`src/rtl/mscg_pkg.sv`:
```
// package: payload types, stop record, sequencer states and constants
package mscg_pkg;

    localparam logic [16:0] ONE_Q16 = 17'h10000;

    typedef enum logic [1:0] {
        MODE_START  = 2'd0,
        MODE_MID    = 2'd1,
        MODE_TARGET = 2'd2,
        MODE_EVAL   = 2'd3
    } t_mode;

    typedef struct packed {
        t_mode       mode;
        logic [7:0]  particle;
        logic [16:0] stop_time;
        logic [16:0] life_progress;
        logic [15:0] red_in;
        logic [15:0] green_in;
        logic [15:0] blue_in;
        logic [15:0] alpha_in;
    } t_in_item;

    typedef struct packed {
        logic [7:0]  particle_out;
        logic [15:0] red_out;
        logic [15:0] green_out;
        logic [15:0] blue_out;
        logic [15:0] alpha_out;
    } t_out_item;

    // channel 0 red, 1 green, 2 blue, 3 alpha
    typedef struct packed {
        logic [16:0]      tstamp;
        logic [3:0][15:0] colour;
    } t_stop;

    typedef enum logic [3:0] {
        S_IDLE,
        S_WR,
        S_FILL_WAIT,
        S_FILL_USE,
        S_INS_RD,
        S_INS_CMP,
        S_INS_PUT,
        S_EV_RD,
        S_EV_GET,
        S_EV_DIV,
        S_EV_MUL,
        S_EV_ACC,
        S_EMIT
    } t_state;

endpackage

```
`src/rtl/mscg_frac_div.sv`:
```
// segment fraction unit: one restoring division step per cycle
module mscg_frac_div (
    input  logic        i_clk,
    input  logic        i_rst_n,
    input  logic        i_start,
    input  logic [16:0] i_p,
    input  logic [16:0] i_t0,
    input  logic [16:0] i_t1,
    output logic        o_done,
    output logic [16:0] o_frac
);
    import mscg_pkg::*;

    logic        r_busy;
    logic        r_done;
    logic [16:0] r_rem;
    logic [16:0] r_span;
    logic [15:0] r_q;
    logic [3:0]  r_cnt;
    logic [16:0] r_frac;

    logic [16:0] diff;
    logic [16:0] span;
    logic [17:0] shifted;
    logic        fits;
    logic [16:0] n_rem;
    logic [15:0] n_q;

    assign diff    = i_p - i_t0;
    assign span    = i_t1 - i_t0;
    assign shifted = {r_rem, 1'b0};
    assign fits    = shifted >= {1'b0, r_span};
    assign n_rem   = fits ? 17'(shifted - {1'b0, r_span}) : shifted[16:0];
    assign n_q     = {r_q[14:0], fits};

    always_ff @(posedge i_clk) begin
        if (!i_rst_n) begin
            r_busy <= 1'b0;
            r_done <= 1'b0;
        end else begin
            r_done <= 1'b0;
            if (i_start) begin
                if (i_p < i_t0) begin
                    r_frac <= '0;
                    r_done <= 1'b1;
                end else if (i_t1 <= i_t0 || diff >= span) begin
                    r_frac <= ONE_Q16;
                    r_done <= 1'b1;
                end else begin
                    r_rem  <= diff;
                    r_span <= span;
                    r_q    <= '0;
                    r_cnt  <= '0;
                    r_busy <= 1'b1;
                end
            end else if (r_busy) begin
                r_rem <= n_rem;
                r_q   <= n_q;
                r_cnt <= r_cnt + 4'd1;
                if (r_cnt == 4'd15) begin
                    r_busy <= 1'b0;
                    r_done <= 1'b1;
                    r_frac <= {1'b0, n_q};
                end
            end
        end
    end

    assign o_done = r_done;
    assign o_frac = r_frac;

endmodule

```
`config.mk`:
```
export PLATFORM = sky130hd
export DESIGN_NAME = mscg_frac_div
export DESIGN_NICKNAME = d
export VERILOG_FILES = /design/src/rtl/mscg_pkg.sv /design/src/rtl/mscg_frac_div.sv
export SDC_FILE = /design/constraint.sdc
export NUM_CORES = 1
export LEC_CHECK = 0
export BUFFER_PORTS_ARGS = -buffer_cell sky130_fd_sc_hd__buf_4
export CAP_MARGIN = 20
export CORE_UTILIZATION = 45
export CTS_CLUSTER_SIZE = 12
export DETAILED_ROUTE_END_ITERATION = 10
export PLACE_DENSITY = 0.76
export SLEW_MARGIN = 20
export SYNTH_ARGS = -nofsm -noshare
export SYNTH_HDL_FRONTEND = slang
export SYNTH_SLANG_ARGS = --single-unit
```
`constraint.sdc`:
```
create_clock -name i_clk -period 6.3 [get_ports i_clk]
set_input_delay 0.315 -clock i_clk [delete_from_list [all_inputs] [get_ports i_clk]]
set_output_delay 0.315 -clock i_clk [all_outputs]
set_load 0.05 [all_outputs]
```
==> metrics.md <==
| Metric | Value |
|---|---|
| Number of max-cap violations | `0` |
| Peak Freq | `192.7 MHz` |
| Netlist cell types | `56` |
| CTS tree | `built` |
| Synth Area in XOR/XNOR | `7.455%` |
| R2r startpoint | `r_rem[10]` |
| P&R area growth vs syn | `18.42%` |
| Boundary pin count | `72` |
| Post-CTS Hold Buffers | `0` |
| Max incr delay on CP | `0.44 ns` |
| CTS Sinks | `72` |
| WP buf/inv | `3` |
| Std cell rows | `40` |
| Clock Tree Root | `clkbuf_16` |
| DRT Wirelength | `12.52 mm` |
| Cells after DPL | `810` |
| RSZ-0062 raised after global routing | `false` |
| Largest family of logic cells by synthesized area | `compound AO/OA/AOI/OAI gates` |
| Global-route usage over all layers | `20.17%` |
| Drt pass-1 iters | `5` |
| CP Cell Sequence | `buf_4 -> ha_1 -> fa_1 -> nor2b_1 -> o21ai_0 -> nand2b_1 -> a21oi_1 -> o21ai_0 -> a21oi_1 -> a211o_1 -> xor2_1 -> ha_1 -> a21o_1 -> a21oi_1 -> o22ai_1 -> a211oi_1 -> o211ai_1 -> a221oi_1 -> and3_1 -> buf_4 -> nand2b_1 -> buf_4` |
| Average vias per placed instance | `5.387` |
| Syn Inst Count | `577` |
| H-Tree Depth | `3` |
| Tcrit/Tclk final | `82.35%` |
| Status | `completed` |
| Worst path depth | `22` |
| DRT antenna net count | `0` |
| Mean post-synth cell area | `9.773 um2` |
| Critical path's slowest cell | `o21ai_0` |
| Worst Hold Path Cells | `2` |
| R2R setup slack | `3.25 ns` |
| Final Non-Filler Cells | `826` |
| Wire length per cell | `15.16 um` |
| Clk buf depth | `2` |
| Layout fillers | `1,074` |
| Dpl hpwl | `9.975 mm` |
| Final net count | `778` |
| Crit path capture type | `register` |
| Clock power share | `34.5%` |
| Commonest cells after routing, fill and taps aside | `buf_4, edfxtp_1, ha_1` |
| PortBufs | `71` |
| Synth Area in Simple Gates | `13.47%` |
| Setup crit end | `r_rem[6]` |
| Setup-failing EPs final | `0` |
| CTS resizes | `0` |
| Flops & latches, synth | `72` |
| Mux share of post-synthesis cell area | `0.9763%` |
| Post-Synth Adder-Cell Area | `16.15%` |
| Die Ht | `113.9 um` |
| Starting Density | `46.56%` |
| Worst Tran Pin Value | `0.5108 ns` |
| Via count | `4,450` |
| Share of layout cells above drive strength 1 | `16.41%` |
| Worst Path Max Fanout | `36` |
| CP arrival | `5.16 ns` |
| Seq/Total Area, Yosys | `37.99%` |
| Leakage | `0.002942 uW` |
| Number of DRC markers in iteration 0 | `298` |
| First-pass GRT wire length | `20.69 mm` |
| Worst hold slack | `0.2660 ns` |
| Synth Area in Compound Gates | `18.88%` |
| Sequential Power Share | `35.9%` |
| Reg2Reg Capture Point | `r_rem[14]` |
| Most common cell after layout, fill and taps aside | `buf_4` |
| Sum Neg Setup Slack | `0 ns` |
| Cts bufs inserted | `9` |
| Ys async rst share | `0%` |
| CP delay by family, top | `compound AO/OA/AOI/OAI gates` |
| Worst-skew pair later-pin latency | `0.33 ns` |
| Largest vdd supply drop | `130.8 uV` |
| Number of remaining DRC errors | `0` |
| Reg clk slew, reported paths | `0.06 ns` |
| Post-synth EDFFs | `70` |
| Worst Clk Skew | `0.007240 ns` |
| Routability cong. | `0.9025` |
| Critical Path RT | `6.27 ns` |
| R2r worst-path depth | `9` |
| Synth Flop Type | `edfxtp_1` |
| Sw Share | `29.90%` |
| Global route total overflow | `0` |
| Initial antenna violation count | `0` |
| PD cells | `235.5 nW/um2` |
| Slew Viols, Final | `0` |
| Vias in the first global route | `4,493` |
| Number of post-CTS setup repair buffers | `0` |
| Largest net degree at the start of global routing | `37` |
| CP Class | `input pin to register` |
| Mapped cell area | `5639 um2` |
| Comb pwr share | `29.7%` |
| Max_slew headroom | `65.58%` |
| Min Tclk post-route | `5.188 ns` |
| Die ar. | `12,980 um2` |
| Setup slack after layout | `1.112 ns` |
| Synth Net Count | `702` |
| Sw power | `470.2 uW` |
| Critical path launch point | `i_t0[0]` |
| Startpoint type of the worst setup path | `input pin` |
| Pre-CTS setup slack | `0.9039 ns` |
| Core Footprint | `12,110 um2` |
| Synth warn | `0` |
| Pint | `1102 uW` |
| Antenna cell count | `0` |
| Final Hold Vio Count | `0` |
| Die W | `113.9 um` |
| Worst Hold Class | `input pin to register` |
[worst min path at each step]
stage                 start     end  slack, ns
floorplan            r_busy  r_busy       0.45
global placement     r_busy  r_busy       0.47
detailed placement   r_busy  r_busy       0.47
CTS                 i_rst_n  r_busy       0.26
global route        i_rst_n  r_busy       0.27
finish              i_rst_n  r_busy       0.27
[registers in the layout (all words and copies together) (netlist names)]
name	count
o_frac	17
r_rem	17
r_span	17
r_q	15
r_cnt	4
o_done	1
r_busy	1
[synthesized netlist by cell type (4+ instances only)]
| cell type | count | area, um2 |
|---|---|---|
| clkbuf_1 | 7 | 26.28 |
| xnor2_1 | 25 | 219.0 |
| o22ai_1 | 4 | 25.02 |
| nand2b_1 | 8 | 50.05 |
| nor2b_1 | 24 | 150.1 |
| a31oi_1 | 5 | 31.28 |
| nor3_1 | 13 | 65.06 |
| o21bai_1 | 4 | 30.03 |
| a21o_1 | 22 | 165.2 |
| edfxtp_1 | 70 | 2102 |
| nand2_1 | 24 | 90.09 |
| mux2_2 | 4 | 45.04 |
| and3_1 | 6 | 37.54 |
| xor2_1 | 23 | 201.4 |
| o21a_1 | 14 | 105.1 |
| a21oi_1 | 50 | 250.2 |
| a211o_1 | 4 | 35.03 |
| o211ai_1 | 5 | 37.54 |
| nand4_1 | 7 | 43.79 |
| nand3_1 | 13 | 65.06 |
| inv_1 | 61 | 229.0 |
| nor2_1 | 40 | 150.1 |
| o21ai_0 | 28 | 140.1 |
| ha_1 | 68 | 850.8 |
[routing by layer]
layer	wire [um]	GRT usage [%]	vias up
met3	461	2.338	26
met1	5807	26.05	2059
met4	425	10.22	0
met5	0	0	-
li1	-	-	2241
met2	5830	33.45	124
[power groups by stage]
stage	logic, uW	registers [uW]	clock network [uW]
finish	466	564	542
global route	516	566	568
CTS	462	565	550
detailed placement	459	574	0
global placement	443	574	0
floorplan	311	595	0
[cell type report]
type                       instances  area (um2)  share of cell area, %
inverter                          62       232.7                  3.485
tap                              168       210.2                  3.148
clock inverter                     6       90.09                  1.349
timing repair buffer              75       563.0                  8.432
sequential                        72        2142                  32.08
clock buffer                      10       229.0                  3.429
multi-input combinational        433        3211                  48.08
[stage by stage]
stage               utilization, %  area (um2)  total power [uW]
global placement             52.50        6359              1016
CTS                          55.13        6678              1577
finish                       55.13        6678              1573
floorplan                        -        5639             905.9
detailed placement           52.50        6359              1034
global route                 55.13        6678              1650
[logic make-up (layout without fill, tap and decap cells)]
logic type,after synthesis,in the layout
compound gates,161,161
fa+ha+maj,71,71
simple gates,148,148
buf+inv,72,153
flops,72,72
xor+xnor,48,48
mux,5,5
No activity file was read; power rests on OpenSTA's default activity.
